<file path="config.mk">
export PLATFORM = sky130hd
export DESIGN_NAME = clock_page_replacement
export DESIGN_NICKNAME = d
export VERILOG_FILES = /design/src/cpr_pkg.sv /design/src/cpr_cell.sv /design/src/clock_page_replacement.sv
export VERILOG_INCLUDE_DIRS = /design/src /design/src/src
export SDC_FILE = /design/constraint.sdc
export NUM_CORES = 1
export LEC_CHECK = 0
export ABC_CLOCK_PERIOD_IN_PS = 10100
export BUFFER_PORTS_ARGS = -buffer_cell sky130_fd_sc_hd__clkbuf_2
export CAP_MARGIN = 10
export CORE_MARGIN = 3
export CORE_UTILIZATION = 55
export CTS_BUF_LIST = sky130_fd_sc_hd__clkbuf_4 sky130_fd_sc_hd__clkbuf_8
export DETAILED_ROUTE_END_ITERATION = 8
export GPL_TIMING_DRIVEN = 0
export PLACE_DENSITY = 0.69
export SLEW_MARGIN = 20
export SYNTH_ARGS = -nofsm -noshare
export SYNTH_HDL_FRONTEND = slang
export SYNTH_SLANG_ARGS = --single-unit
</file>
<file path="constraint.sdc">
create_clock -name clk -period 10.1 [get_ports clk]
set_clock_uncertainty 0.05 [all_clocks]
set_input_delay 0.505 -clock clk [delete_from_list [all_inputs] [get_ports clk]]
set_output_delay 0.505 -clock clk [all_outputs]
set_load 0.005 [all_outputs]
</file>
<file path="src/clock_page_replacement_macros.svh">
// ----------------------------------------------------------------------------
// Clock page replacement assertion macros
// Shared concurrent assertion forms, compiled out under NO_ASSERTIONS.
// ----------------------------------------------------------------------------
`ifndef CLOCK_PAGE_REPLACEMENT_MACROS_SVH
`define CLOCK_PAGE_REPLACEMENT_MACROS_SVH
`ifndef NO_ASSERTIONS
// plain property, checked every edge out of reset
`define CPR_ASSERT(lbl, prop) \
	lbl: assert property (@(posedge clk) disable iff (!arst_n) (prop)) \
		else $error("clock page replacement check failed");
// antecedent implies consequent in the same cycle
`define CPR_ASSERT_IMP(lbl, ante, cons) \
	lbl: assert property (@(posedge clk) disable iff (!arst_n) (ante) |-> (cons)) \
		else $error("clock page replacement check failed");
`else
`define CPR_ASSERT(lbl, prop)
`define CPR_ASSERT_IMP(lbl, ante, cons)
`endif
`endif

</file>
<file path="src/cpr_pkg.sv">
// ----------------------------------------------------------------------------
// Clock page replacement package
// Widths, defaults, FSM states and the cell control word.
// ----------------------------------------------------------------------------
package cpr_pkg;

	localparam int FRAMES_DEF    = 16;
	localparam int PAGE_BITS_DEF = 16;

	localparam int CFG_W        = 5;
	localparam int PAGE_PORT_W  = 16;
	localparam int FRAME_PORT_W = 4;
	localparam int FAULT_W      = 32;

	localparam logic [CFG_W-1:0] FRAMES_IN_USE_RST = 5'd16;

	typedef enum logic [1:0] {
		ST_IDLE,
		ST_SEARCH,
		ST_UPDATE,
		ST_FINISH
	} cpr_state_t;

	// per-cell control: shift this cycle, and take the feedback word
	typedef struct packed {
		logic en;
		logic wrap;
	} cell_ctrl_t;

endpackage

</file>
<file path="src/cpr_cell.sv">
// ----------------------------------------------------------------------------
// Clock page replacement frame cell
// Holds one frame (page, valid, use) and loads from its neighbor or the
// ring feedback when the ring shifts.
// ----------------------------------------------------------------------------
module cpr_cell
	import cpr_pkg::*;
#(
	parameter int PAGE_BITS = PAGE_BITS_DEF
) (
	input  logic                 clk,
	input  logic                 arst_n,
	input  cell_ctrl_t           ctrl,
	input  logic [PAGE_BITS-1:0] nb_page,
	input  logic                 nb_valid,
	input  logic                 nb_use,
	input  logic [PAGE_BITS-1:0] fb_page,
	input  logic                 fb_valid,
	input  logic                 fb_use,
	output logic [PAGE_BITS-1:0] page,
	output logic                 valid,
	output logic                 use_flag
);

	logic [PAGE_BITS-1:0] page_q;
	logic                 valid_q;
	logic                 use_q;

	// page store needs no reset, valid gates it
	always_ff @(posedge clk) begin
		if (ctrl.en) begin
			page_q <= ctrl.wrap ? fb_page : nb_page;
		end
	end

	always_ff @(posedge clk or negedge arst_n) begin
		if (!arst_n) begin
			valid_q <= 1'b0;
			use_q   <= 1'b0;
		end else if (ctrl.en) begin
			valid_q <= ctrl.wrap ? fb_valid : nb_valid;
			use_q   <= ctrl.wrap ? fb_use : nb_use;
		end
	end

	assign page     = page_q;
	assign valid    = valid_q;
	assign use_flag = use_q;

endmodule

</file>
<file path="src/clock_page_replacement.sv">
// ----------------------------------------------------------------------------
// Clock page replacement
// Second-chance page replacement over a rotating ring of frame cells.
// ----------------------------------------------------------------------------
//
//  channel  | handshake            | payload
//  ---------+----------------------+---------------------------------------
//  in       | in_valid / in_stall  | page_number
//  out      | out_valid / out_stall| hit, frame_index, evicted_valid,
//           |                      | evicted_page, fault_total
//  cfg      | cfg_wr_en            | cfg_wr_data (frames_in_use)
//
//  n = effective frame count (frames_in_use clamped to 1..FRAMES).
//  A hit result is registered after the SEARCH pass and FINISH, a miss after
//  an extra pass in UPDATE; the next word is taken once the FSM is back in IDLE.
//  The ring sets the pace: cells rotate one position a cycle while SEARCH or
//  UPDATE shifts them, and only the head cell (cell 0) is examined, so each
//  pass brings every one of the n frames past the head.
//  Reset clears valid and use bits, hand, fault count; frames_in_use = 16.
//  A word waiting on out does not block accepting the next input word; a
//  finished word waits in FINISH until the output register frees up.
//
// ----------------------------------------------------------------------------
module clock_page_replacement
	import cpr_pkg::*;
#(
	parameter int FRAMES    = FRAMES_DEF,
	parameter int PAGE_BITS = PAGE_BITS_DEF
) (
	input  logic                    clk,
	input  logic                    arst_n,
	// configuration
	input  logic                    cfg_wr_en,
	input  logic [CFG_W-1:0]        cfg_wr_data,
	// input channel
	input  logic                    in_valid,
	output logic                    in_stall,
	input  logic [PAGE_PORT_W-1:0]  page_number,
	// output channel
	output logic                    out_valid,
	input  logic                    out_stall,
	output logic                    hit,
	output logic [FRAME_PORT_W-1:0] frame_index,
	output logic                    evicted_valid,
	output logic [PAGE_PORT_W-1:0]  evicted_page,
	output logic [FAULT_W-1:0]      fault_total
);

	`include "clock_page_replacement_macros.svh"

	// frame index width, frame count width, port extension widths
	localparam int FW = (FRAMES > 1) ? $clog2(FRAMES) : 1;
	localparam int CW = $clog2(FRAMES + 1);
	localparam int FX = (FW > FRAME_PORT_W) ? FW : FRAME_PORT_W;
	localparam int PX = (PAGE_BITS > PAGE_PORT_W) ? PAGE_BITS : PAGE_PORT_W;

	// ------------------------------------------------------------------
	// configuration and effective frame count
	// ------------------------------------------------------------------
	logic [CFG_W-1:0] frames_cfg_q;
	logic [CW-1:0]    n_eff;
	logic [FW-1:0]    last_idx;

	always_ff @(posedge clk or negedge arst_n) begin
		if (!arst_n) begin
			frames_cfg_q <= FRAMES_IN_USE_RST;
		end else if (cfg_wr_en) begin
			frames_cfg_q <= cfg_wr_data;
		end
	end

	// zero acts as one, anything past FRAMES acts as FRAMES
	always_comb begin
		if (32'(frames_cfg_q) > FRAMES) begin
			n_eff = CW'(FRAMES);
		end else if (frames_cfg_q == '0) begin
			n_eff = CW'(1);
		end else begin
			n_eff = CW'(frames_cfg_q);
		end
	end

	assign last_idx = FW'(n_eff - CW'(1));

	// ------------------------------------------------------------------
	// FSM
	// ------------------------------------------------------------------
	cpr_state_t state_q, state_nxt;
	logic       out_free;
	logic       shift;
	logic       load_out;
	logic       at_last;
	logic       hit_now;

	logic [FW-1:0] idx_q;

	assign out_free = !out_valid || !out_stall;
	assign at_last  = (idx_q == last_idx);

	always_comb begin
		state_nxt = state_q;
		case (state_q)
			ST_IDLE: begin
				if (in_valid) begin
					state_nxt = ST_SEARCH;
				end
			end
			ST_SEARCH: begin
				if (at_last) begin
					state_nxt = hit_now ? ST_FINISH : ST_UPDATE;
				end
			end
			ST_UPDATE: begin
				if (at_last) begin
					state_nxt = ST_FINISH;
				end
			end
			ST_FINISH: begin
				if (out_free) begin
					state_nxt = ST_IDLE;
				end
			end
			default: state_nxt = ST_IDLE;
		endcase
	end

	always_comb begin
		in_stall = 1'b1;
		shift    = 1'b0;
		load_out = 1'b0;
		case (state_q)
			ST_IDLE:   in_stall = 1'b0;
			ST_SEARCH: shift    = 1'b1;
			ST_UPDATE: shift    = 1'b1;
			ST_FINISH: load_out = out_free;
			default:   in_stall = 1'b1;
		endcase
	end

	always_ff @(posedge clk or negedge arst_n) begin
		if (!arst_n) begin
			state_q <= ST_IDLE;
		end else begin
			state_q <= state_nxt;
		end
	end

	// ------------------------------------------------------------------
	// cell ring: cell i takes cell i+1, cell n-1 takes the head feedback
	// ------------------------------------------------------------------
	logic [PAGE_BITS-1:0] c_page  [FRAMES];
	logic                 c_valid [FRAMES];
	logic                 c_use   [FRAMES];
	cell_ctrl_t           c_ctrl  [FRAMES];

	logic [PAGE_BITS-1:0] fb_page;
	logic                 fb_valid;
	logic                 fb_use;

	logic [PAGE_BITS-1:0] head_page;
	logic                 head_valid;
	logic                 head_use;

	assign head_page  = c_page[0];
	assign head_valid = c_valid[0];
	assign head_use   = c_use[0];

	for (genvar i = 0; i < FRAMES; i++) begin : g_cell
		assign c_ctrl[i].en   = shift && (FW'(i) <= last_idx);
		assign c_ctrl[i].wrap = (FW'(i) == last_idx);

		if (i < FRAMES - 1) begin : g_mid
			cpr_cell #(
				.PAGE_BITS(PAGE_BITS)
			) u_cell (
				.clk      (clk),
				.arst_n   (arst_n),
				.ctrl     (c_ctrl[i]),
				.nb_page  (c_page[i+1]),
				.nb_valid (c_valid[i+1]),
				.nb_use   (c_use[i+1]),
				.fb_page  (fb_page),
				.fb_valid (fb_valid),
				.fb_use   (fb_use),
				.page     (c_page[i]),
				.valid    (c_valid[i]),
				.use_flag (c_use[i])
			);
		end else begin : g_end
			// top cell always wraps when it shifts
			cpr_cell #(
				.PAGE_BITS(PAGE_BITS)
			) u_cell (
				.clk      (clk),
				.arst_n   (arst_n),
				.ctrl     (c_ctrl[i]),
				.nb_page  (fb_page),
				.nb_valid (fb_valid),
				.nb_use   (fb_use),
				.fb_page  (fb_page),
				.fb_valid (fb_valid),
				.fb_use   (fb_use),
				.page     (c_page[i]),
				.valid    (c_valid[i]),
				.use_flag (c_use[i])
			);
		end
	end

	// ------------------------------------------------------------------
	// per-item datapath
	// ------------------------------------------------------------------
	logic [PX-1:0]        page_ext;
	logic [PAGE_BITS-1:0] page_q;
	logic [FW-1:0]        hand_q;
	logic                 hit_q;
	logic [FW-1:0]        hit_frame_q;
	logic                 cand_hi_q;     // clear use bit seen at or past hand
	logic [FW-1:0]        cand_hi_idx_q;
	logic                 cand_lo_q;     // clear use bit seen anywhere
	logic [FW-1:0]        cand_lo_idx_q;
	logic                 ev_valid_q;
	logic [PAGE_BITS-1:0] ev_page_q;
	logic [FW-1:0]        ev_frame_q;    // victim frame, hand moves on after it
	logic [FAULT_W-1:0]   fault_q;

	logic                 match;
	logic [FW-1:0]        chosen;
	logic                 all_set;
	logic                 is_chosen;
	logic                 in_sweep;

	assign page_ext = PX'(page_number);
	assign match    = head_valid && (head_page == page_q);
	assign hit_now  = hit_q || match;

	// victim: first clear bit from hand onward, else wrapped, else hand
	assign all_set = !cand_lo_q;
	always_comb begin
		if (cand_hi_q) begin
			chosen = cand_hi_idx_q;
		end else if (cand_lo_q) begin
			chosen = cand_lo_idx_q;
		end else begin
			chosen = hand_q;
		end
	end

	assign is_chosen = (idx_q == chosen);

	// frames the hand passes over get their use bit cleared
	always_comb begin
		if (all_set) begin
			in_sweep = 1'b1;
		end else if (chosen >= hand_q) begin
			in_sweep = (idx_q >= hand_q) && (idx_q < chosen);
		end else begin
			in_sweep = (idx_q >= hand_q) || (idx_q < chosen);
		end
	end

	// head word, modified, goes back into the tail
	always_comb begin
		fb_page  = head_page;
		fb_valid = head_valid;
		fb_use   = head_use;
		if (state_q == ST_SEARCH) begin
			if (match && !hit_q) begin
				fb_use = 1'b1;
			end
		end else if (is_chosen) begin
			fb_page  = page_q;
			fb_valid = 1'b1;
			fb_use   = 1'b1;
		end else if (in_sweep) begin
			fb_use = 1'b0;
		end
	end

	always_ff @(posedge clk) begin
		if (state_q == ST_IDLE && in_valid) begin
			page_q <= page_ext[PAGE_BITS-1:0];
		end
		if (state_q == ST_SEARCH) begin
			if (match && !hit_q) begin
				hit_frame_q <= idx_q;
			end
			if (!head_use && !cand_hi_q && idx_q >= hand_q) begin
				cand_hi_idx_q <= idx_q;
			end
			if (!head_use && !cand_lo_q) begin
				cand_lo_idx_q <= idx_q;
			end
		end
		if (state_q == ST_UPDATE && is_chosen) begin
			ev_valid_q <= head_valid;
			ev_page_q  <= head_valid ? head_page : '0;
			ev_frame_q <= idx_q;
		end
	end

	always_ff @(posedge clk or negedge arst_n) begin
		if (!arst_n) begin
			idx_q     <= '0;
			hand_q    <= '0;
			hit_q     <= 1'b0;
			cand_hi_q <= 1'b0;
			cand_lo_q <= 1'b0;
			fault_q   <= '0;
		end else begin
			case (state_q)
				ST_IDLE: begin
					if (in_valid) begin
						idx_q     <= '0;
						hit_q     <= 1'b0;
						cand_hi_q <= 1'b0;
						cand_lo_q <= 1'b0;
						// hand past a lowered count restarts at frame 0
						if (hand_q > last_idx) begin
							hand_q <= '0;
						end
					end
				end
				ST_SEARCH: begin
					idx_q <= at_last ? '0 : idx_q + FW'(1);
					if (match) begin
						hit_q <= 1'b1;
					end
					if (!head_use && idx_q >= hand_q) begin
						cand_hi_q <= 1'b1;
					end
					if (!head_use) begin
						cand_lo_q <= 1'b1;
					end
				end
				ST_UPDATE: begin
					idx_q <= at_last ? '0 : idx_q + FW'(1);
					if (at_last) begin
						hand_q <= (chosen == last_idx) ? '0 : chosen + FW'(1);
						if (fault_q != '1) begin
							fault_q <= fault_q + FAULT_W'(1);
						end
					end
				end
				default: begin
				end
			endcase
		end
	end

	// ------------------------------------------------------------------
	// output register
	// ------------------------------------------------------------------
	logic                 out_valid_q;
	logic                 out_hit_q;
	logic [FW-1:0]        out_frame_q;
	logic                 out_ev_valid_q;
	logic [PAGE_BITS-1:0] out_ev_page_q;
	logic [FAULT_W-1:0]   out_fault_q;
	logic [FX-1:0]        frame_ext;
	logic [PX-1:0]        ev_ext;

	always_ff @(posedge clk or negedge arst_n) begin
		if (!arst_n) begin
			out_valid_q <= 1'b0;
		end else if (load_out) begin
			out_valid_q <= 1'b1;
		end else if (!out_stall) begin
			out_valid_q <= 1'b0;
		end
	end

	always_ff @(posedge clk) begin
		if (load_out) begin
			out_hit_q      <= hit_q;
			out_frame_q    <= hit_q ? hit_frame_q : ev_frame_q;
			out_ev_valid_q <= !hit_q && ev_valid_q;
			out_ev_page_q  <= hit_q ? '0 : ev_page_q;
			out_fault_q    <= fault_q;
		end
	end

	assign frame_ext = FX'(out_frame_q);
	assign ev_ext    = PX'(out_ev_page_q);

	assign out_valid     = out_valid_q;
	assign hit           = out_hit_q;
	assign frame_index   = frame_ext[FRAME_PORT_W-1:0];
	assign evicted_valid = out_ev_valid_q;
	assign evicted_page  = ev_ext[PAGE_PORT_W-1:0];
	assign fault_total   = out_fault_q;

	// ------------------------------------------------------------------
	// assertions
	// ------------------------------------------------------------------
	`CPR_ASSERT(a_fault_monotonic, fault_q >= $past(fault_q))
	`CPR_ASSERT_IMP(a_hand_in_range, state_q == ST_UPDATE, hand_q <= last_idx)
	`CPR_ASSERT_IMP(a_idx_in_range, state_q == ST_SEARCH || state_q == ST_UPDATE, idx_q <= last_idx)
	`CPR_ASSERT_IMP(a_hit_no_evict, out_valid && hit, !evicted_valid && evicted_page == '0)

endmodule
</file>
==> metrics.yaml, run 1 <==
drv_slew: 0
synth_cells: 1573
yosys-top-cells-area: "edfxtp_1, dfrtp_1, o21ai_0, nand2_1, a21oi_1"
coreArea_um2: 33900
cts.htree.levels: 3
antenna_found_initial: 0
yosysTopAreaCell: "edfxtp_1"
avgSynthCellArea_um2: 12.1
tightest_slew_ns: 0.997
numCtsBuffers: 73
vias_per_cell: 5.54
hold_viol_final: 0
io_buffers: 80
ioPinCount: 82
worstSetupEndpointType: "register"
clockBufferDepth: 3
outcome: "finished, final reports clean"
ys_seq_area_share_pct: 67.4
wl_per_cell_um: 17.3
antenna_left: 0
syn_nets: 1627
die_x_um: 192
yosysTopAreaCellShare_pct: 56.5
grt_pass1_vias: 12248
setup_viol: 0
finalCriticalPeriod_ns: 4.94
syn_area_um2: 19100
start_util_pct: 56.4
place_hpwl_mm: 28.0
drc: 0
final_common_cell: "edfxtp_1"
clk_latency_ns: 0.60
grt.overflow.total: 0
cts-root-buf: "clkbuf_8"
power.leakage_nw: 8.51
critPathArrivalTime_ns: 5.21
maxCapViolCount: 0
required_ns: 10.37
vdd_drop_max_mv: 0.166
diodes: 0
grt.total_usage_pct: 21.9
die_y_um: 192
synthDistinctLibCells: 69
synth_edf_count: 359
grt_first_pass_wirelength_mm: 63.6
clock_sinks: 442
grt_max_degree: 84
yosys_most_used_dff: "edfxtp_1"
die-area_um2: 37000
fmax_ghz: 0.203
crit_path_max_fanout: 10
first_iter_violations: 711
fin_tns_setup_ns: 0
yosysWarnings: 0
min_path_type: "primary input to register"
drive_above_1_share_pct: 14.3
gp_congestion: 0.829
vias: 12453
synthArstFlopShare_pct: 18.8
fin_nets: 1802
rsz0062_at_grt: "no"
power_density_nw_per_um2: 310
area_growth_pct: 13.8
wirelength_mm: 39.0
placedInstanceArea_um2: 20100
fp-row-count: 67
startpoint_type: "register"
min_period_over_period_pct: 48.9
cts_tree: "yes"
slew_headroom_pct: 31.6
clk_pin_slew_ns: 0.06
power_mw: 6.73
drtPass1Iterations: 7
final_area_um2: 21700
worstSetupPathType: "register to register"
final_cell_mix: "edfxtp_1, nand2_1, o21ai_0"
ys_ff_latch: 442
==> critical path, cell delays in order (launching register included) <==
cell and delay, ns:
dfrtp_1 0.32, clkbuf_1 0.34, mux2_2 0.38, mux2i_1 0.48
ha_1 0.23, nand4_1 0.24, nor2_2 0.56, buf_2 0.40
mux2i_1 0.87, clkbuf_1 0.59, o21ai_0 0.19
==> flip-flops by register name (all words and copies together) (netlist names), 5 cells and up <==
signal                        flops
ev_page_q                        16
evicted_page                     16
fault_q                          32
fault_total                      32
frames_cfg_q                      5
g_cell.g_end.u_cell.page         16
g_cell.g_mid.u_cell.page        240
g_cell.g_mid.u_cell.use_flag     15
g_cell.g_mid.u_cell.valid        15
page_q                           16
==> final timing paths <==
check | from | endpoint | slack, ns | depth (start not counted)
max | cand_lo_q | g_cell[11].g_mid.u_cell.page[15] | 5.16 | 10
min | cfg_wr_data[4] | frames_cfg_q[4] | 0.09 | 3
max reg2reg | cand_lo_q | g_cell[11].g_mid.u_cell.page[15] | 5.16 | 10
min reg2reg | g_cell[0].g_mid.u_cell.valid | ev_valid_q | 0.40 | 0
max in group asynchronous | arst_n | fault_q[5] | 9.06 | 2
min in group asynchronous | arst_n | fault_q[3] | 0.46 | 2
==> synthesized netlist by cell type, drive strengths merged, types with 23 or more instances <==
library cell / count
dfrtp: 82
edfxtp: 359
nand2: 212
inv: 63
nor2: 119
a21oi: 99
nor2b: 23
nand3: 34
clkbuf: 76
nand4: 24
ha: 28
xnor2: 41
o21ai: 201
mux2i: 28
==> layout make-up <==
cell class / instances / area [um^2]
multi-input cells: 978 / 5640
flip-flops and latches: 442 / 12900
repair buffers: 100 / 646
well taps: 448 / 561
fillers: 2546 / 12100
inverters: 64 / 241
clock buffers: 110 / 1310
plain buffers: 89 / 368
clock inverters: 18 / 106
==> kinds of logic after synthesis <==
kind of cell,share of synthesized area (%)
buffers and inverters,3.19
xor gates and xnor gates,2.68
and+or+nand+nor,12.0
muxes,2.41
adders and majority gates,1.84
DFF,67.4
AOI/OAI and AO/OA,10.5
==> through the flow <==
step	hold WS, ns	instances	setup slack [ns]	utilization [%]
after floorplan	0.159	1573	4.99	-
after global placement	0.390	2101	3.70	59.2
after detailed placement	0.391	2104	5.07	59.5
after CTS	0.0432	2249	5.05	64.1
after global routing	0.0783	2249	4.83	64.1
final	0.0866	2249	5.16	64.1
==> power breakdown <==
group,leakage (nW),internal [mW],switching [mW],total [mW]
Clock,0.755,0.829,0.685,1.51
Sequential,4.53,2.95,0.228,3.18
Combinational,3.22,0.582,1.46,2.04
==> timing repair <==
action | 4_1_cts | 5_1_grt
resized for setup | 0 | 0
hold buffers | 17 | 0
setup buffers | 0 | 0
hold endpoints to repair | 98 | 0
==> metal layers <==
metal | GRT usage [%] | vias up | part of all wire (%)
met2 | 36.7 | 351 | 49
met1 | 28.6 | 6018 | 43
met3 | 4.40 | 83 | 5.5
met5 | 0 | - | 0
met4 | 7.68 | 0 | 2.6
li1 | - | 6001 | -
(Power assumes the default switching activity.)
==> run 2, diff against run 1 <==
- ABC_AREA: not set -> 1
- ABC_CLOCK_PERIOD_IN_PS: 10100 -> 4900
- clock period: 10.1 -> 4.9 ns (I/O delays scaled with it)
==> run 2 against run 1 <==
Setup slack worse by 4.0 ns. Routed wire length increased by 13%. Sequential share of layout area shrank 4.5 points. Hold slack worse by 0.049 ns. Sequential cell count unchanged. Maximum frequency increased by 31%. Final area rose by 8.3%. Register-to-register slack worse by 4.0 ns. Synthesized cell count is 41% higher.
==> metrics.yaml, run 2 <==
drv_slew: 0  # unchanged
cts.htree.levels: 3  # unchanged
p_int_mw: 9.31  # +110%
worstSetupEndpointType: "register"
synth_commonest_cells: "nand2_1, edfxtp_1, inv_1"
grt_use_met1_pct: 29.9  # +1.4 points
setup_viol: 0  # unchanged
grt.overflow.total: 0  # unchanged
synth_most_common_cell: "nand2_1"
synthDistinctLibCells: 40  # -42%
ys_seq_area_share_pct: 62.3  # -5.1 points
startpoint_type: "register"
ys_ff_latch: 442  # unchanged
area_growth_pct: 14.0
coreArea_um2: 36800  # +8.6%
yosysTopAreaCellShare_pct: 52.2  # -4.2 points
syn_area_um2: 20600  # +8.1%
diodes: 0  # unchanged
drc: 0  # unchanged
drtPass1Iterations: 5  # -2
clk_pin_slew_ns: 0.06  # about the same
ioPinCount: 82  # unchanged
yosysWarnings: 0  # unchanged
synth_cells: 2213  # +41%
nFillCells: 3050  # +20%
finalCriticalPeriod_ns: 3.78  # -1.16 ns
clk_latency_ns: 0.63  # +0.03 ns
fmax_ghz: 0.264  # +31%
maxCapViolCount: 0  # unchanged
cp_cell_sequence: "inv_2 > o21ai_0 > inv_1 > ha_1 > nand2_1 > inv_2 > nand3_1 > nor2_2 > nor2_1 > clkinv_1 > o21ai_0 > o21ai_0"
final_common_cell: "nand2_1"
wl_per_cell_um: 15.1  # -13%
fin_nets: 2456  # +36%
place_hpwl_mm: 32.0  # +14%
vias: 14912  # +20%
post_cts.repair.setup_buffers: 0  # unchanged
fp-row-count: 70  # +4.5%
clock_sinks: 442  # unchanged
cts_resized: 0  # unchanged
grt_pass1_vias: 15104  # +23%
yosys_most_used_dff: "edfxtp_1"
yosys-top-cells-area: "edfxtp_1, nand2_1, dfrtp_1, inv_1, nor2_1"
crit_path_frequent_cell: "o21ai_0"
yosysTopAreaCell: "edfxtp_1"
outcome: "finished, final reports clean"
grt_max_degree: 84  # unchanged
critPathArrivalTime_ns: 4.23  # -0.98 ns
largest_reg_flops: 240  # unchanged
antenna_found_initial: 0  # unchanged
p_clk_share_pct: 22.4  # about the same
fin_tns_setup_ns: 0  # unchanged
slowest_stage: "nor2_1"
min_period_over_period_pct: 77.2  # +28 points
p_comb_share_pct: 33.4  # +3.1 points
p_switching_mw: 5.53  # +130%
cts-root-buf: "clkbuf_8"
start_util_pct: 56.1  # -0.26 points
power_density_nw_per_um2: 630  # +100%
synthArstFlopShare_pct: 18.8  # unchanged
die_y_um: 200  # +3.9%
rsz0062_at_grt: "no"
slowest_delay_ns: 0.68  # -0.19 ns
p_sw_share_pct: 37.3  # +2.1 points
final_cell_mix: "nand2_1, edfxtp_1, inv_1"
worstSetupPathType: "register to register"
wirelength_mm: 44.2  # +13%
met3_usage_pct: 4.18  # -0.21 points
die_x_um: 200  # +3.9%
avgSynthCellArea_um2: 9.33  # -23%
io_buffers: 80  # unchanged
power.leakage_nw: 10.9  # +28%
postCtsHoldBufs: 31  # +14
required_ns: 5.35  # -5.02 ns
tightest_slew_ns: 1.03  # +0.0377 ns
numPlacedInstances: 2764  # +31%
grt_first_pass_wirelength_mm: 74.1  # +17%
vdd_drop_max_mv: 0.322  # +94%
first_iter_violations: 975  # +37%
clockBufferDepth: 3  # unchanged
finalNonFillerCells: 2926  # +30%
min_path_type: "primary input to register"
gp_congestion: 0.893  # +7.8%
antenna_left: 0  # unchanged
crit_path_max_fanout: 10  # unchanged
slew_headroom_pct: 30.9  # -0.69 points
grt.total_usage_pct: 23.2  # +1.3 points
cts_tree: "yes"
p_seq_share_pct: 44.2  # -3.0 points
numCtsBuffers: 73  # unchanged
dp_slack_ns: 1.17  # -3.90 ns
grt_busiest_layer: "met2"
die-area_um2: 39900  # +7.8%
vias_per_cell: 5.10  # -8.0%
hold_viol_final: 0  # unchanged
syn_nets: 2267  # +39%
synth_edf_count: 359  # unchanged
drive_above_1_share_pct: 12.8  # -1.5 points
timing.hold.ws_ns: 0.0380  # -0.0486 ns
worst_slack_ns: 1.12  # -4.04 ns
grtUsageMet2_pct: 40.2  # +3.6 points
-- run 2: cell count changes after synthesis, sizes merged, moves of 22 or more --
cell / before / now
xnor2: 41 / 11
mux2i: 28 / 0
nand2: 212 / 1111
clkbuf: 76 / 18
o21ai: 201 / 48
buf: 13 / 63
nor2b: 23 / 0
a21oi: 99 / 28
inv: 63 / 180
and2: 22 / 0
nand3: 34 / 80
-- run 2: kinds of logic after synthesis --
kind of cell / synth area share [%]
and+or+nand+nor: 26.3
muxes: 0.109
buffers and inverters: 5.56
AOI/OAI and AO/OA: 2.43
xor gates and xnor gates: 1.61
adders and majority gates: 1.70
DFF: 62.3
-- run 2: path summary, 6_finish.rpt --
| path | startpoint | slack, ns | end | cells past startpoint |
|---|---|---|---|---|
| worst max-delay path | cand_hi_q | 1.12 | g_cell[9].g_mid.u_cell.valid | 12 |
| worst max register to register | cand_hi_q | 1.12 | g_cell[9].g_mid.u_cell.valid | 12 |
| worst min register to register | fault_q[20] | 0.40 | fault_total[20] | 0 |
| max in group asynchronous | arst_n | 4.12 | g_cell[0].g_mid.u_cell.valid | 2 |
| min in group asynchronous | arst_n | 0.19 | frames_cfg_q[3] | 2 |
| worst min-delay path | cfg_wr_en | 0.04 | frames_cfg_q[2] | 2 |
-- run 2: critical path, delay by kind of cell, from the launching register on --
family,cells,cell delay (ns)
AND/OR/NAND/NOR,4,1.00
AO/OA/AOI/OAI,3,0.91
buffers and inverters,4,0.91
flip-flops,1,0.42
adder cells (fa/ha/maj),1,0.34
-- run 2: power groups by stage --
stage                     registers [mW]  logic [mW]  clock network, mW
after floorplan                     6.48        3.39                  0
after global placement              6.62        4.75                  0
after detailed placement            6.62        4.96                  0
after CTS                           6.56        5.01               3.41
after global routing                6.70        5.66               3.57
final                               6.56        4.96               3.32
-- run 2: metrics by stage --
step	power (mW)	instance area, um^2	util [%]
after floorplan	9.87	20600	-
after global placement	11.4	21600	58.8
after detailed placement	11.6	21700	59.0
after CTS	15.0	23500	64.0
after global routing	15.9	23500	64.0
final	14.8	23500	64.0
-- run 2: cell type report --
class	count	area, um^2	share of cell area [%]
Buffer	81	457	1.94
Sequential cell	442	12900	54.6
Inverter	184	691	2.93
Clock inverter	32	260	1.11
Tap cell	468	586	2.49
Timing Repair Buffer	114	790	3.35
Clock buffer	99	1240	5.28
Multi-Input combinational cell	1506	6650	28.2
-- run 2: per-layer routing --
layer,vias up,wire length (um)
li1,7499,-
met1,7002,19500
met2,322,21600
met3,89,1980
met4,0,1020
met5,-,0
==> run 3, diff against run 2 <==
- ABC_AREA: 1 -> 0
- ABC_CLOCK_PERIOD_IN_PS: 4900 -> 3300
- PLACE_DENSITY: 0.69 -> 0.72
- clock period: 4.9 -> 3.3 ns (I/O delays scaled with it)
==> run 3 against run 2 <==
Power up 48%. Non-clock buffer count is 38 higher. Sequential cell count unchanged. Sequential share of layout area up 2.3 points. Setup slack worse by 1.0 ns. Hold slack better by 0.050 ns. Clock-buffer cell count grew 2. Via count down 14%. Combinational power increased by 48%. Routed wire length fell by 3.8%. Critical endpoint is now g_cell[12].g_mid.u_cell.page[6]. Largest cell class unchanged. Largest power group unchanged. Highest routed layer unchanged.
==> metrics.yaml, run 3 (synthesis gave the netlist of run 1 again) <==
outcome: "finished, final reports clean"
die_x_um: 192  # -3.7%
drv_slew: 0  # unchanged
numPlacedInstances: 2105  # -24%
cts_tree: "yes"
slowest_delay_ns: 0.47  # -0.21 ns
start_util_pct: 56.4  # +0.26 points
cp_cell_sequence: "mux2_2 > mux2i_2 > ha_1 > nand4_1 > buf_4 > nor2_4 > mux2i_4 > clkbuf_4 > o21ai_0"
first_iter_violations: 947  # -2.9%
grt.total_usage_pct: 23.1  # -0.078 points
critPathTopFamily: "multiplexers"
antenna_left: 0  # unchanged
wirelength_mm: 42.5  # -3.8%
area_growth_pct: 18.3
power.leakage_nw: 8.82  # -19%
grt_pass1_vias: 12566  # -17%
fin_nets: 1846  # -25%
min_period_over_period_pct: 96.6  # +19 points
setup_viol: 0  # unchanged
worstSetupEndpointType: "register"
grt.overflow.total: 0  # unchanged
gp_congestion: 0.920  # +3.0%
cts-root-buf: "clkbuf_8"
drtPass1Iterations: 5  # unchanged
drive_above_1_share_pct: 18.8  # +6.0 points
startpoint_type: "register"
place_hpwl_mm: 28.5  # -11%
finalNonFillerCells: 2290  # -22%
io_buffers: 80  # unchanged
nFillCells: 2449  # -20%
antenna_found_initial: 0  # unchanged
crit_path_max_fanout: 10  # unchanged
fin_tns_setup_ns: 0  # unchanged
clockBufferDepth: 3  # unchanged
maxCapViolCount: 0  # unchanged
slew_headroom_pct: 38.3  # +7.4 points
vias: 12750  # -14%
power_mw: 21.9  # +48%
utilization_pct: 66.7  # +2.7 points
worst-path-buf-inv: 2  # -2
vdd_drop_max_mv: 0.471  # +46%
grt_max_degree: 84  # unchanged
fp-row-count: 67  # -4.3%
worstSetupPathType: "register to register"
diodes: 0  # unchanged
largest_reg_flops: 240  # unchanged
finalCriticalPeriod_ns: 3.19  # -0.593 ns
required_ns: 3.59  # -1.76 ns
clock_sinks: 442  # unchanged
wl_per_cell_um: 18.5  # +23%
coreArea_um2: 33900  # -7.9%
clk_pin_slew_ns: 0.06  # about the same
final_cell_mix: "edfxtp_1, nand2_1, o21ai_0"
numCtsBuffers: 71  # -2.7%
cts.htree.levels: 3  # unchanged
slowest_stage: "mux2i_4"
power_density_nw_per_um2: 972  # +54%
drc: 0  # unchanged
vias_per_cell: 5.57  # +9.2%
critPathArrivalTime_ns: 3.48  # -0.75 ns
ioPinCount: 82  # unchanged
final_common_cell: "edfxtp_1"
clk_latency_ns: 0.62  # about the same
fmax_ghz: 0.314  # +19%
hold_viol_final: 0  # unchanged
grt_first_pass_wirelength_mm: 66.8  # -9.8%
die_y_um: 192  # -3.7%
tightest_slew_ns: 0.916  # -0.119 ns
die-area_um2: 37000  # -7.3%
min_path_type: "primary input to async pin"
run 3: cell count changes in the layout (fill, tap and decap cells not counted), sizes merged, moves of 16 or more:
cell and delta:
a21oi +71, and2 +22, clkbuf +54, inv -126, mux2i +28, nand2 -899
nand3 -46, nor2 +16, nor2b +23, o21ai +153, o31ai +16, xnor2 +30
run 3: path summary, 6_finish.rpt:
path / cells past startpoint / endpoint / slack (ns) / from
max: 9 / g_cell[12].g_mid.u_cell.page[6] / 0.11 / cand_lo_q
min: 2 / fault_q[19] / 0.09 / arst_n
max reg2reg: 9 / g_cell[12].g_mid.u_cell.page[6] / 0.11 / cand_lo_q
min reg2reg: 0 / ev_valid_q / 0.41 / g_cell[0].g_mid.u_cell.valid
max in group asynchronous: 2 / cand_lo_q / 2.54 / arst_n
min in group clk: 2 / page_q[8] / 0.22 / page_number[8]
run 3: final cells by class:
cell class / instances / area, um^2 / area share (%)
Buffer: 84 / 413 / 1.83
Clock buffer: 101 / 1250 / 5.52
Clock inverter: 22 / 180 / 0.798
Multi-Input combinational cell: 980 / 5960 / 26.4
Inverter: 64 / 268 / 1.19
Timing Repair Buffer: 149 / 1090 / 4.84
Sequential cell: 442 / 12900 / 56.9
Tap cell: 448 / 561 / 2.48
run 3: per-layer routing:
metal	global-route usage, %	part of all wire [%]	wire length (um)	up-vias
li1	-	-	-	6100
met1	30.3	42	17900	6184
met2	39.2	49	20900	391
met3	4.41	6.3	2660	75
met4	7.48	2.5	1060	0
met5	0	0	0	-
run 3: power breakdown:
group / leakage [nW] / switching (mW) / total, mW / internal [mW]
registers: 4.53 / 0.834 / 9.85 / 9.02
clock network: 0.751 / 2.09 / 4.75 / 2.66
logic: 3.54 / 4.87 / 7.34 / 2.47
total: 8.82 / 7.79 / 21.9 / 14.1
run 3: repair_timing:
item                                    4_1_cts  5_1_grt
gates resized for setup                      84       30
cloned                                        1        1
setup buffers                                19       14
endpoints found under the hold margin       114        0
pin swaps                                     4        7
hold buffers                                 32        0
endpoints found under the setup margin      503      336
run 3: through the flow:
step                hold WS (ns)  setup WS, ns  area [um^2]
global route               0.157       -0.0191        22600
CTS                        0.106       0.00261        22400
detailed placement         0.214         -1.68        20200
global placement           0.293         -1.63        20100
finish                    0.0881         0.111        22600
floorplan                 -0.181        0.0430        19100
